$ cat config.mk
export PLATFORM = sky130hd
export DESIGN_NAME = kermit_packet_deframer_core
export DESIGN_NICKNAME = d
export VERILOG_FILES = /design/src/rtl/kpd_pkg.sv /design/src/rtl/kermit_packet_deframer_core.sv /design/src/rtl/kpd_cfg_regs.sv /design/src/rtl/kpd_frame_fsm.sv /design/src/rtl/kpd_out_fifo.sv
export SDC_FILE = /design/constraint.sdc
export NUM_CORES = 1
export LEC_CHECK = 0
export BUFFER_PORTS_ARGS = -buffer_cell sky130_fd_sc_hd__buf_2
export CAP_MARGIN = 20
export CORE_MARGIN = 2
export CORE_UTILIZATION = 55
export DETAILED_ROUTE_END_ITERATION = 7
export GPL_ROUTABILITY_DRIVEN = 0
export PLACE_DENSITY = 0.78
export RECOVER_POWER = 50
export REMOVE_ABC_BUFFERS = 1
export SYNTH_ARGS = -nofsm -noshare
export SYNTH_HDL_FRONTEND = slang
export SYNTH_SLANG_ARGS = --single-unit
$ cat constraint.sdc
create_clock -name clk -period 5.7 [get_ports clk]
set_input_delay 0.855 -clock clk [delete_from_list [all_inputs] [get_ports clk]]
set_output_delay 0.855 -clock clk [all_outputs]
set_load 0.02 [all_outputs]
$ cat src/rtl/kpd_pkg.sv
`default_nettype none
package kpd_pkg;

  localparam int unsigned CfgAddrWidth = 4;
  localparam int unsigned CfgDataWidth = 32;

  localparam logic [1:0] REG_START_MARK = 2'd0;
  localparam logic [1:0] REG_TERMINATOR = 2'd1;
  localparam logic [1:0] REG_MIN_LENGTH = 2'd2;

  localparam logic [7:0] RESET_START_MARK = 8'd1;
  localparam logic [7:0] RESET_TERMINATOR = 8'd13;
  localparam logic [6:0] RESET_MIN_LENGTH = 7'd3;

  localparam logic [6:0] LEN_FLOOR   = 7'd3;
  localparam logic [8:0] LEN_OFFSET  = 9'd32;
  localparam logic [8:0] LEN_CEILING = 9'd127;
  localparam logic [7:0] CHAR_OFFSET = 8'd32;

  localparam logic RESULT_PAYLOAD = 1'b0;
  localparam logic RESULT_STATUS  = 1'b1;

  localparam logic [1:0] STATUS_OK        = 2'd0;
  localparam logic [1:0] STATUS_SHORT_LEN = 2'd1;
  localparam logic [1:0] STATUS_BAD_TERM  = 2'd2;
  localparam logic [1:0] STATUS_BAD_CHECK = 2'd3;

  typedef enum logic [2:0] {
    PH_HUNT  = 3'd0,
    PH_LEN   = 3'd1,
    PH_SEQ   = 3'd2,
    PH_TYPE  = 3'd3,
    PH_DATA  = 3'd4,
    PH_CHECK = 3'd5,
    PH_TERM  = 3'd6
  } phase_t;

  typedef struct packed {
    logic [7:0] start_mark;
    logic [7:0] terminator;
    logic [6:0] min_length;
  } cfg_t;

  typedef struct packed {
    logic       result_kind;
    logic [7:0] payload_byte;
    logic [7:0] seq_number;
    logic [7:0] packet_type;
    logic [1:0] status;
    logic [6:0] payload_count;
  } result_t;

  function automatic logic [5:0] fold_check(input logic [7:0] s);
    logic [5:0] f;
    f = s[5:0] + {4'd0, s[7:6]};
    return f;
  endfunction

endpackage
`default_nettype wire

$ cat src/rtl/kermit_packet_deframer_core.sv
// channel  | direction | handshake             | payload
// rx       | in        | in_valid / in_ready   | rx_byte
// result   | out       | out_valid / out_ready | result_kind .. payload_count
// config   | in        | apb (pready tied high)| paddr, pwdata, prdata
//
// one byte per cycle sustained while the output queue has space; each byte is
// registered in the input register, then the framing state machine updates and
// writes its result, if any, into a two-entry output queue, from which the result
// is offered on out_valid / out_ready.
// in_ready drops only while the output queue is full and the input register holds.
// synchronous reset clears framing state, the input register and the output queue,
// config goes to defaults.
`default_nettype none
module kermit_packet_deframer_core
  import kpd_pkg::*;
(
  input  wire logic                    clk,
  input  wire logic                    rst,
  input  wire logic                    in_valid,
  output logic                         in_ready,
  input  wire logic [7:0]              rx_byte,
  output logic                         out_valid,
  input  wire logic                    out_ready,
  output logic                         result_kind,
  output logic      [7:0]              payload_byte,
  output logic      [7:0]              seq_number,
  output logic      [7:0]              packet_type,
  output logic      [1:0]              status,
  output logic      [6:0]              payload_count,
  input  wire logic                    psel,
  input  wire logic                    penable,
  input  wire logic                    pwrite,
  input  wire logic [CfgAddrWidth-1:0] paddr,
  input  wire logic [CfgDataWidth-1:0] pwdata,
  output logic      [CfgDataWidth-1:0] prdata,
  output logic                         pready
);

  cfg_t       cfg;
  logic       in_full;
  logic [7:0] in_byte;
  logic       has_space;
  logic       advance;
  logic       res_valid;
  result_t    res;
  result_t    out_data;

  assign pready   = 1'b1;
  assign advance  = in_full && has_space;
  assign in_ready = !in_full || has_space;

  always_ff @(posedge clk) begin
    if (rst) begin
      in_full <= 1'b0;
    end else if (in_valid && in_ready) begin
      in_full <= 1'b1;
    end else if (advance) begin
      in_full <= 1'b0;
    end
  end

  always_ff @(posedge clk) begin
    if (in_valid && in_ready) in_byte <= rx_byte;
  end

  kpd_cfg_regs u_cfg (
    .clk     (clk),
    .rst     (rst),
    .psel    (psel),
    .penable (penable),
    .pwrite  (pwrite),
    .paddr   (paddr),
    .pwdata  (pwdata),
    .prdata  (prdata),
    .cfg     (cfg)
  );

  kpd_frame_fsm u_fsm (
    .clk       (clk),
    .rst       (rst),
    .advance   (advance),
    .byte_in   (in_byte),
    .cfg       (cfg),
    .res_valid (res_valid),
    .res       (res)
  );

  kpd_out_fifo u_out (
    .clk       (clk),
    .rst       (rst),
    .push      (advance && res_valid),
    .push_data (res),
    .has_space (has_space),
    .pop_valid (out_valid),
    .pop_ready (out_ready),
    .pop_data  (out_data)
  );

  assign result_kind   = out_data.result_kind;
  assign payload_byte  = out_data.payload_byte;
  assign seq_number    = out_data.seq_number;
  assign packet_type   = out_data.packet_type;
  assign status        = out_data.status;
  assign payload_count = out_data.payload_count;

endmodule
`default_nettype wire

$ cat src/rtl/kpd_cfg_regs.sv
`default_nettype none
module kpd_cfg_regs
  import kpd_pkg::*;
(
  input  wire logic                    clk,
  input  wire logic                    rst,
  input  wire logic                    psel,
  input  wire logic                    penable,
  input  wire logic                    pwrite,
  input  wire logic [CfgAddrWidth-1:0] paddr,
  input  wire logic [CfgDataWidth-1:0] pwdata,
  output logic      [CfgDataWidth-1:0] prdata,
  output cfg_t                         cfg
);

  logic       wr_en;
  logic [1:0] reg_index;

  assign wr_en     = psel && penable && pwrite;
  assign reg_index = paddr[3:2];

  always_ff @(posedge clk) begin
    if (rst) begin
      cfg.start_mark <= RESET_START_MARK;
      cfg.terminator <= RESET_TERMINATOR;
      cfg.min_length <= RESET_MIN_LENGTH;
    end else if (wr_en) begin
      case (reg_index)
        REG_START_MARK: cfg.start_mark <= pwdata[7:0];
        REG_TERMINATOR: cfg.terminator <= pwdata[7:0];
        REG_MIN_LENGTH: cfg.min_length <= pwdata[6:0];
        default: ;
      endcase
    end
  end

  always_comb begin
    prdata = '0;
    case (reg_index)
      REG_START_MARK: prdata = {24'd0, cfg.start_mark};
      REG_TERMINATOR: prdata = {24'd0, cfg.terminator};
      REG_MIN_LENGTH: prdata = {25'd0, cfg.min_length};
      default:        prdata = '0;
    endcase
  end

endmodule
`default_nettype wire

$ cat src/rtl/kpd_frame_fsm.sv
`default_nettype none
module kpd_frame_fsm
  import kpd_pkg::*;
(
  input  wire logic       clk,
  input  wire logic       rst,
  input  wire logic       advance,
  input  wire logic [7:0] byte_in,
  input  cfg_t            cfg,
  output logic            res_valid,
  output result_t         res
);

  phase_t     phase, phase_next;
  logic [6:0] bytes_left, bytes_left_next;
  logic [7:0] running_sum, running_sum_next;
  logic [7:0] held_seq, held_seq_next;
  logic [7:0] held_type, held_type_next;
  logic [7:0] held_check, held_check_next;
  logic [6:0] payload_seen, payload_seen_next;

  logic [6:0] len_lo;
  logic       len_bad;
  logic [7:0] check_expect;

  assign len_lo       = (cfg.min_length < LEN_FLOOR) ? LEN_FLOOR : cfg.min_length;
  assign len_bad      = ({1'b0, byte_in} < (LEN_OFFSET + {2'd0, len_lo}))
                        || ({1'b0, byte_in} > LEN_CEILING);
  assign check_expect = {2'd0, fold_check(running_sum)} + CHAR_OFFSET;

  always_ff @(posedge clk) begin
    if (rst) begin
      phase        <= PH_HUNT;
      bytes_left   <= '0;
      running_sum  <= '0;
      held_seq     <= '0;
      held_type    <= '0;
      held_check   <= '0;
      payload_seen <= '0;
    end else if (advance) begin
      phase        <= phase_next;
      bytes_left   <= bytes_left_next;
      running_sum  <= running_sum_next;
      held_seq     <= held_seq_next;
      held_type    <= held_type_next;
      held_check   <= held_check_next;
      payload_seen <= payload_seen_next;
    end
  end

  // next state
  always_comb begin
    phase_next        = phase;
    bytes_left_next   = bytes_left;
    running_sum_next  = running_sum;
    held_seq_next     = held_seq;
    held_type_next    = held_type;
    held_check_next   = held_check;
    payload_seen_next = payload_seen;
    case (phase)
      PH_HUNT: begin
        if (byte_in == cfg.start_mark) phase_next = PH_LEN;
      end
      PH_LEN: begin
        if (len_bad) begin
          phase_next = PH_HUNT;
        end else begin
          running_sum_next  = byte_in;
          bytes_left_next   = byte_in[6:0] - 7'd35;
          payload_seen_next = '0;
          phase_next        = PH_SEQ;
        end
      end
      PH_SEQ: begin
        held_seq_next    = byte_in - CHAR_OFFSET;
        running_sum_next = running_sum + byte_in;
        phase_next       = PH_TYPE;
      end
      PH_TYPE: begin
        held_type_next   = byte_in;
        running_sum_next = running_sum + byte_in;
        phase_next       = (bytes_left == '0) ? PH_CHECK : PH_DATA;
      end
      PH_DATA: begin
        running_sum_next  = running_sum + byte_in;
        payload_seen_next = payload_seen + 7'd1;
        bytes_left_next   = bytes_left - 7'd1;
        if (bytes_left == 7'd1) phase_next = PH_CHECK;
      end
      PH_CHECK: begin
        held_check_next = byte_in;
        phase_next      = PH_TERM;
      end
      PH_TERM: begin
        phase_next = PH_HUNT;
      end
      default: begin
        phase_next = PH_HUNT;
      end
    endcase
  end

  // result
  always_comb begin
    res_valid = 1'b0;
    res       = '0;
    case (phase)
      PH_LEN: begin
        if (len_bad) begin
          res_valid       = 1'b1;
          res.result_kind = RESULT_STATUS;
          res.status      = STATUS_SHORT_LEN;
        end
      end
      PH_DATA: begin
        res_valid        = 1'b1;
        res.result_kind  = RESULT_PAYLOAD;
        res.payload_byte = byte_in;
        res.seq_number   = held_seq;
        res.packet_type  = held_type;
      end
      PH_TERM: begin
        res_valid         = 1'b1;
        res.result_kind   = RESULT_STATUS;
        res.seq_number    = held_seq;
        res.packet_type   = held_type;
        res.payload_count = payload_seen;
        if (byte_in != cfg.terminator) begin
          res.status = STATUS_BAD_TERM;
        end else if (held_check != check_expect) begin
          res.status = STATUS_BAD_CHECK;
        end else begin
          res.status = STATUS_OK;
        end
      end
      default: begin
        res_valid = 1'b0;
      end
    endcase
  end

endmodule
`default_nettype wire

$ cat src/rtl/kpd_out_fifo.sv
`default_nettype none
module kpd_out_fifo
  import kpd_pkg::*;
(
  input  wire logic clk,
  input  wire logic rst,
  input  wire logic push,
  input  result_t   push_data,
  output logic      has_space,
  output logic      pop_valid,
  input  wire logic pop_ready,
  output result_t   pop_data
);

  result_t    mem [2];
  logic       wr_ptr;
  logic       rd_ptr;
  logic [1:0] count;
  logic       pop;

  assign pop       = pop_valid && pop_ready;
  assign pop_valid = (count != 2'd0);
  assign has_space = (count != 2'd2);
  assign pop_data  = mem[rd_ptr];

  always_ff @(posedge clk) begin
    if (rst) begin
      wr_ptr <= 1'b0;
      rd_ptr <= 1'b0;
      count  <= '0;
    end else begin
      if (push) wr_ptr <= ~wr_ptr;
      if (pop) rd_ptr <= ~rd_ptr;
      case ({push, pop})
        2'b10:   count <= count + 2'd1;
        2'b01:   count <= count - 2'd1;
        default: count <= count;
      endcase
    end
  end

  always_ff @(posedge clk) begin
    if (push) mem[wr_ptr] <= push_data;
  end

endmodule
`default_nettype wire

* Yosys cells after proc, flatten, opt, wreduce, memory -nomap -nowiden
Memories as Yosys holds them, arrays and structs flattened. A register that Yosys moved wholly into a read port is not among the register bits.
Index checks and enable logic that the tools add are counted.
** Word-level totals
- Bits in writable memories :: 68
- Bits in read-only memories :: 0
- Register bits :: 85
- Memories :: 1
- Latch bits :: 0
- Input bits :: 51
- Word-level logic and storage cells :: 107
** Cells by class
- Shift-type cells :: 0
- Reductions and logical operators :: 28
- Muxes and demuxes :: 30
- Order comparisons :: 3
- Bitwise operators :: 2
- Add/subtract/negate cells :: 10
- Equality and inequality tests :: 18
- Divide/modulo/power cells :: 0
- Multiply operators :: 0
** Memory list
- u_out.mem :: depth 2, width 34, rd ports 1, clocked after memory_dff 1, write ports 1, RTL line kpd_out_fifo.sv:15 : result_t mem [2];
** Operators by type and width (number)
- 2-to-1 mux 7 bit :: 4
- one-hot mux 7 bit (2 select lines) :: 2
- one-hot mux 8 bit (3 select lines) :: 1
- one-hot mux 3 bit (6 select lines) :: 1
- 2-to-1 mux 16 bit :: 1
- 2-to-1 mux 8 bit :: 2
- inequality test 8 bit :: 2
- one-hot mux 8 bit (2 select lines) :: 1
- AND reduction 2 bit :: 6
- nonzero test 2 bit :: 5
- == test 3 bit, second input constant :: 3
- < comparator 8 x 9 -> 1 bit :: 1
- 2-to-1 mux 1 bit :: 9
- AND reduction 3 bit :: 3
- adder 6 x 7 -> 8 bit, first input constant :: 1
- adder 8 bit :: 1
- == test 8 bit :: 1
- greater-than comparator 8 x 7 -> 1 bit, second input constant :: 1
- one-hot mux 2 bit (2 select lines) :: 2
- subtractor 8 x 6 -> 8 bit, second input constant :: 1
- adder 6 x 6 -> 7 bit, second input constant :: 1
- adder 7 x 1 -> 7 bit, second input constant :: 1
- == test 7 x 1 -> 1 bit, second input constant :: 1
- zero test 7 bit :: 1
- other kinds (23) :: 39

* Logic depth before layout (Yosys ltp)
- Word-level depth :: 10
- Gate-level depth with buffers :: 15
- Depth with buffers taken out :: 14

* Modules after synthesis
Synthesis repeated with hierarchy kept, for this count alone.
** Second synthesis, totals
- Cells, all modules :: 772
- Area total of the unflattened synthesis :: 7983.9 um2
** By module, submodules not included
- kpd_frame_fsm :: area an instance 3693.5 um2, instances 1, cells an instance 482, seq. area each 980.9 um2
- kpd_out_fifo :: area an instance 2658.8 um2, instances 1, cells an instance 129, seq. area each 2142.1 um2
- kpd_cfg_regs :: area an instance 1310.0 um2, instances 1, cells an instance 144, seq. area each 460.4 um2
- kermit_packet_deframer_core :: area an instance 321.6 um2, instances 1, cells an instance 17, seq. area each 260.2 um2

* Worst setup path before layout
OpenSTA, ideal clock, no wires.
- Kind :: register -> register
- From :: register u_cfg.cfg[5] (netlist name)
- To :: memory u_out.mem[1][0] in the netlist's numbering (enable)
- Slack :: 0.611 ns
- Stages on the path, launching flop included :: 11
- Library setup time :: 0.480 ns
- Data required time :: 5.220 ns
- Arrival :: 4.609 ns
- Buffers on the path :: 1
- Period minus slack after synthesis :: 5.089 ns
- Cells stage by stage :: dfxtp_1 -> inv_1 -> ha_1 -> inv_1 -> ha_1 -> and3_1 -> a221oi_1 -> o22a_1 -> buf_2 -> o211ai_1 -> a21boi_0
** Between the ends
- Cells in the longest elaborated chain, start to end :: 10
** Ends and longest elaborated chain
- < comparator 7 x 2 -> 1 bit :: RTL line kpd_frame_fsm.sv:26 : assign len_lo = (cfg.min_length < LEN_FLOOR) ? LEN_FLOOR : cfg.min_length;
- 2-to-1 mux 7 bit * :: RTL line kpd_frame_fsm.sv:26
- adder 6 x 7 -> 8 bit * :: RTL line kpd_frame_fsm.sv:27 : assign len_bad = ({1'b0, byte_in} < (LEN_OFFSET + {2'd0, len_lo}))
- < comparator 8 x 9 -> 1 bit * :: RTL line kpd_frame_fsm.sv:27
- logical OR 1 bit * :: RTL line kpd_frame_fsm.sv:28 : || ({1'b0, byte_in} > LEN_CEILING);
- 2-to-1 mux 1 bit * :: RTL line kpd_frame_fsm.sv:109 : if (len_bad) begin
- one-hot mux 1 bit (2 select lines) * :: RTL line kpd_frame_fsm.sv:107 : case (phase)
- logical AND 1 bit * :: RTL line kermit_packet_deframer_core.sv:91 : .push (advance && res_valid),
- 2-to-1 mux 1 bit * :: RTL line kpd_out_fifo.sv:43 : if (push) mem[wr_ptr] <= push_data;
- 2-to-1 mux 1 bit (implied by the code) * :: RTL line kpd_out_fifo.sv:43
- end, declared :: RTL line kpd_out_fifo.sv:15
Every way passes the cells marked *; elsewhere a longest branch is shown, timed or not.

* Worst setup path in the final report
- From :: register in_byte[3]
- To :: register u_out.count[1]
** Between the ends
- Cells in the longest elaborated chain, start to end :: 7
- Elaborated cells between the ends (all ways) :: 10
- Classes of those cells :: 2 x order compare; 2 x eq/ne; 3 x mux; 3 x reduce/logical
** Ends and longest elaborated chain
- start, declared :: RTL line kermit_packet_deframer_core.sv:41 : logic [7:0] in_byte;
- start signal, assigned :: RTL line kermit_packet_deframer_core.sv:63 : if (in_valid && in_ready) in_byte <= rx_byte;
- < comparator 8 x 9 -> 1 bit or greater-than comparator 8 x 7 -> 1 bit (tied branches) :: RTL line kpd_frame_fsm.sv:27, kpd_frame_fsm.sv:28
- logical OR 1 bit * :: RTL line kpd_frame_fsm.sv:28
- 2-to-1 mux 1 bit * :: RTL line kpd_frame_fsm.sv:109
- one-hot mux 1 bit (2 select lines) * :: RTL line kpd_frame_fsm.sv:107
- logical AND 1 bit * :: RTL line kermit_packet_deframer_core.sv:91
- == test 2 x 1 -> 1 bit or == test 2 bit (tied branches) :: RTL line kpd_out_fifo.sv:34 : case ({push, pop})
- one-hot mux 2 bit (2 select lines) or nonzero test 2 bit (tied branches)
- end signal, assigned :: RTL line kpd_out_fifo.sv:35 : 2'b10: count <= count + 2'd1;
- end signal, assigned :: RTL line kpd_out_fifo.sv:36 : 2'b01: count <= count - 2'd1;
- end signal, assigned :: RTL line kpd_out_fifo.sv:37 : default: count <= count;
- end, declared :: RTL line kpd_out_fifo.sv:18 : logic [1:0] count;
Marks and branches as above.
A chain may end at the register's enable or synchronous reset.

==> impl_metrics.csv <==
group,metric,value,unit
grt,grt_antenna_before_repair,0,
logic_synthesis,yosys.area.top_type,"edfxtp_1",
grt,groute.usage.overall,22.8,%
worst_setup_path,endpoint_kind,"register",
logic_synthesis,ys.flop_type,"dfxtp_1",
worst_setup_path,cp.required,6.05,ns
sta,fin_crit_sh,65.2,%
sta,setup_slack,1.99,ns
finish,antenna_cells,0,
route,drt-total-wl,16.1,mm
logic_synthesis,yosysMostFrequentCell,"dfxtp_1",
clocking,clockBufferDepth,2,
floorplan,design.core.area,0.0137,mm²
flow_run,cap_violations,3,
clocking,root_buffer,"clkbuf_16",
grt,grt_max_degree,67,
status,violations,"capacitance limit, slew limit",
floorplan,pin_count,120,
logic_synthesis,syn-mean-instance-area,10.4,µm²
status,status,"complete, but fails checks",
grt,grt_pass1_wl,26.0,mm
worst_setup_path,crit_type,"reg -> reg",
clocking,cts_hold_buf,0,
route,ant_nets,0,
route,drcViolationCount,0,
logic_synthesis,synth.cell_area,0.00764,mm²
route,vias_per_cell,5.72,
finish,drive_above_1_share,17.3,%
sta,slew_headroom,-24.7,%
grt,grt_pass1_vias,5258,
sta,tns,0,ns
finish,final_cells,982,
sta,setup_violations,0,
logic_synthesis,yosys-top-cells-count,"dfxtp_1 (78), edfxtp_1 (76), nor2_1 (72)",
hold_path,worstHoldPathCells,2,
sta,slew_violations,62,
logic_synthesis,synth_top_cell_area_share,29.9,%
logic_synthesis,ys_types,66,
worst_setup_path,r2r_cells,9,
floorplan,row_count,43,
worst_setup_path,regToRegSetupSlack,1.99,ns
floorplan,initial_core_util,55.7,%
worst_setup_path,crit_arrival,4.06,ns
sta,timing.fmax,269,MHz
clocking,clk_latency,0.43,ns
clocking,cts_tree,"done",
clocking,clkSinkCount,154,
sta,final_hold_viol_count,0,
clocking,clkSlewWorstSetupHoldPaths,0.06,ns
logic_synthesis,synth_area_leaders,"edfxtp_1 (30%), dfxtp_1 (20%), mux2_2 (5.2%)",
sta,finalCriticalPeriod,3.71,ns
floorplan,die_h,122,µm
logic_synthesis,synth-seq-cells,154,
placement,dpl-instance-area,0.00803,mm²
logic_synthesis,synthArstFlopShare,0,%
floorplan,die_area,0.0148,mm²
power,vdd_drop_max,0.322,mV
worst_setup_path,crit_path_start_kind,"register",
clocking,cts_setup_buffers,0,
sta,clock_skew,0.00811,ns
finish,design_area,0.00862,mm²
sta,rsz0062_at_grt,"no",
finish,nNetsFinal,866,
finish,syn2layout_area_growth,12.9,%
clocking,cts_buffers,17,
placement,dp_cells,950,
placement,io_buffers,68,
worst_setup_path,worst-path-max-fanout,13,
floorplan,die_x,122,µm
hold_path,hold_class,"reg -> reg",
hold_path,hold_path_end,"u_fsm.held_check[7]$_SDFFE_PP0P_",
placement,dpl.hpwl,10.6,mm
sta,fin_hold_ws,0.470,ns
logic_synthesis,yosysWarnings,0,
placement,place_ws,2.08,ns
logic_synthesis,postSynthCellCount,736,
route,firstDrtPassIters,6,
power,p_leak,3.17,nW
hold_path,hold_start,"u_fsm.held_check[7]$_SDFFE_PP0P_",
power,power.density,286,mW/mm²
route,drt_iter0_drc,465,
route,wire_per_inst,16.4,µm
logic_synthesis,ys_seq_area_share,50.3,%
clocking,cts_resized,0,
worst_setup_path,r2r_start,"in_byte[3]$_DFFE_PP_",
route,num_vias,5619,
logic_synthesis,synth_edf_count,76,
clocking,htreeDepth,4,
grt,grt.overflow.total,0,
sta,worst_pin_slew,1.87,ns
worst_setup_path,r2r-end,"u_out.count[1]$_SDFFE_PP0P_",
## worst max-delay path, cell delays in order, from the launching register on
cell	delay, ns
edfxtp_1	0.81
ha_1	0.37
a21o_1	0.18
a221oi_1	0.44
o22a_1	0.44
o211ai_1	0.24
and2_1	0.28
ha_1	0.31
or3_1	0.39
a21oi_1	0.16
## sequential cells by signal (all words and copies together) (netlist names), 2 cells and up, named ones only
| name | count |
|---|---|
| u_fsm.held_seq | 8 |
| u_cfg.cfg | 23 |
| u_out.count | 2 |
| u_fsm.held_type | 8 |
| u_fsm.bytes_left | 7 |
| u_fsm.running_sum | 8 |
| u_fsm.payload_seen | 7 |
| u_fsm.phase | 3 |
| in_byte | 8 |
| u_out.mem | 68 |
| u_fsm.held_check | 8 |
## cells in the final DEF (no fill, tap or decap), types with 4 or more instances in the layout
cell type / instances
a211oi_1: 10
a21o_1: 4
a21oi_1: 46
a22oi_1: 4
a31oi_1: 4
and2_0: 20
and3_1: 9
buf_2: 63
bufinv_16: 4
clkbuf_1: 10
clkbuf_16: 17
conb_1: 25
dfxtp_1: 78
edfxtp_1: 76
ha_1: 24
inv_1: 24
inv_6: 4
mux2_2: 35
mux2i_1: 35
nand2_1: 52
nand2b_1: 5
nand3_1: 27
nor2_1: 71
nor2b_1: 6
nor3_1: 8
nor4_1: 5
o21ai_0: 28
or3_1: 7
xnor2_1: 14
xor2_1: 23
## how the worst max path moves through the flow
| stage | start | to | slack (ns) | cells past startpoint |
|---|---|---|---|---|
| global route | u_fsm.phase[2]$_SDFFE_PP0P_ | u_fsm.running_sum[6]$_SDFFE_PP0P_ | 1.69 | 5 |
| detailed placement | in_byte[3]$_DFFE_PP_ | u_out.count[1]$_SDFFE_PP0P_ | 2.08 | 9 |
| floorplan | u_cfg.cfg[5]$_SDFFE_PP0P_ | u_out.mem[1][0]$_DFFE_PP_ | 0.59 | 9 |
| finish | in_byte[3]$_DFFE_PP_ | u_out.count[1]$_SDFFE_PP0P_ | 1.99 | 9 |
| global placement | in_byte[3]$_DFFE_PP_ | u_out.mem[1][13]$_DFFE_PP_ | 1.92 | 6 |
| CTS | in_byte[3]$_DFFE_PP_ | u_out.count[1]$_SDFFE_PP0P_ | 2.04 | 9 |
## logic make-up after synthesis
group | synth area share, %
flops | 50.3
buf+inv | 5.67
simple gates | 14.9
compound gates | 10.5
other cells | 0.0983
mux | 9.74
fa+ha+maj | 4.45
xor+xnor | 4.24
## layout make-up
cell class	count	area (µm²)
fill	1097	5100
sequential	154	3840
multi-input combinational	517	3450
clock buffer	19	433
timing repair buffer	75	388
tap	180	225
clock inverter	13	190
inverter	24	90.1
## per-layer routing
layer  GRT usage [%]  wire length [µm]
met5               0                 0
met4            7.40               254
met3            5.85              1240
met2            37.0              7600
met1            29.9              6990
## report_power, final
part / total (mW) / internal [mW] / leakage, nW / switching, mW
Sequential: 1.17 / 1.16 / 1.28 / 0.0165
Combinational: 0.102 / 0.0330 / 1.59 / 0.0695
Clock: 1.19 / 0.738 / 0.300 / 0.447
Total: 2.46 / 1.93 / 3.17 / 0.533
## metrics by stage
stage                     power (mW)  util (%)
after floorplan                 1.26         -
after global placement          1.30      58.4
after detailed placement        1.30      58.5
after CTS                       2.48      63.1
after global routing            2.54      62.9
final                           2.46      62.9
No activity file was read; power rests on OpenSTA's default activity.
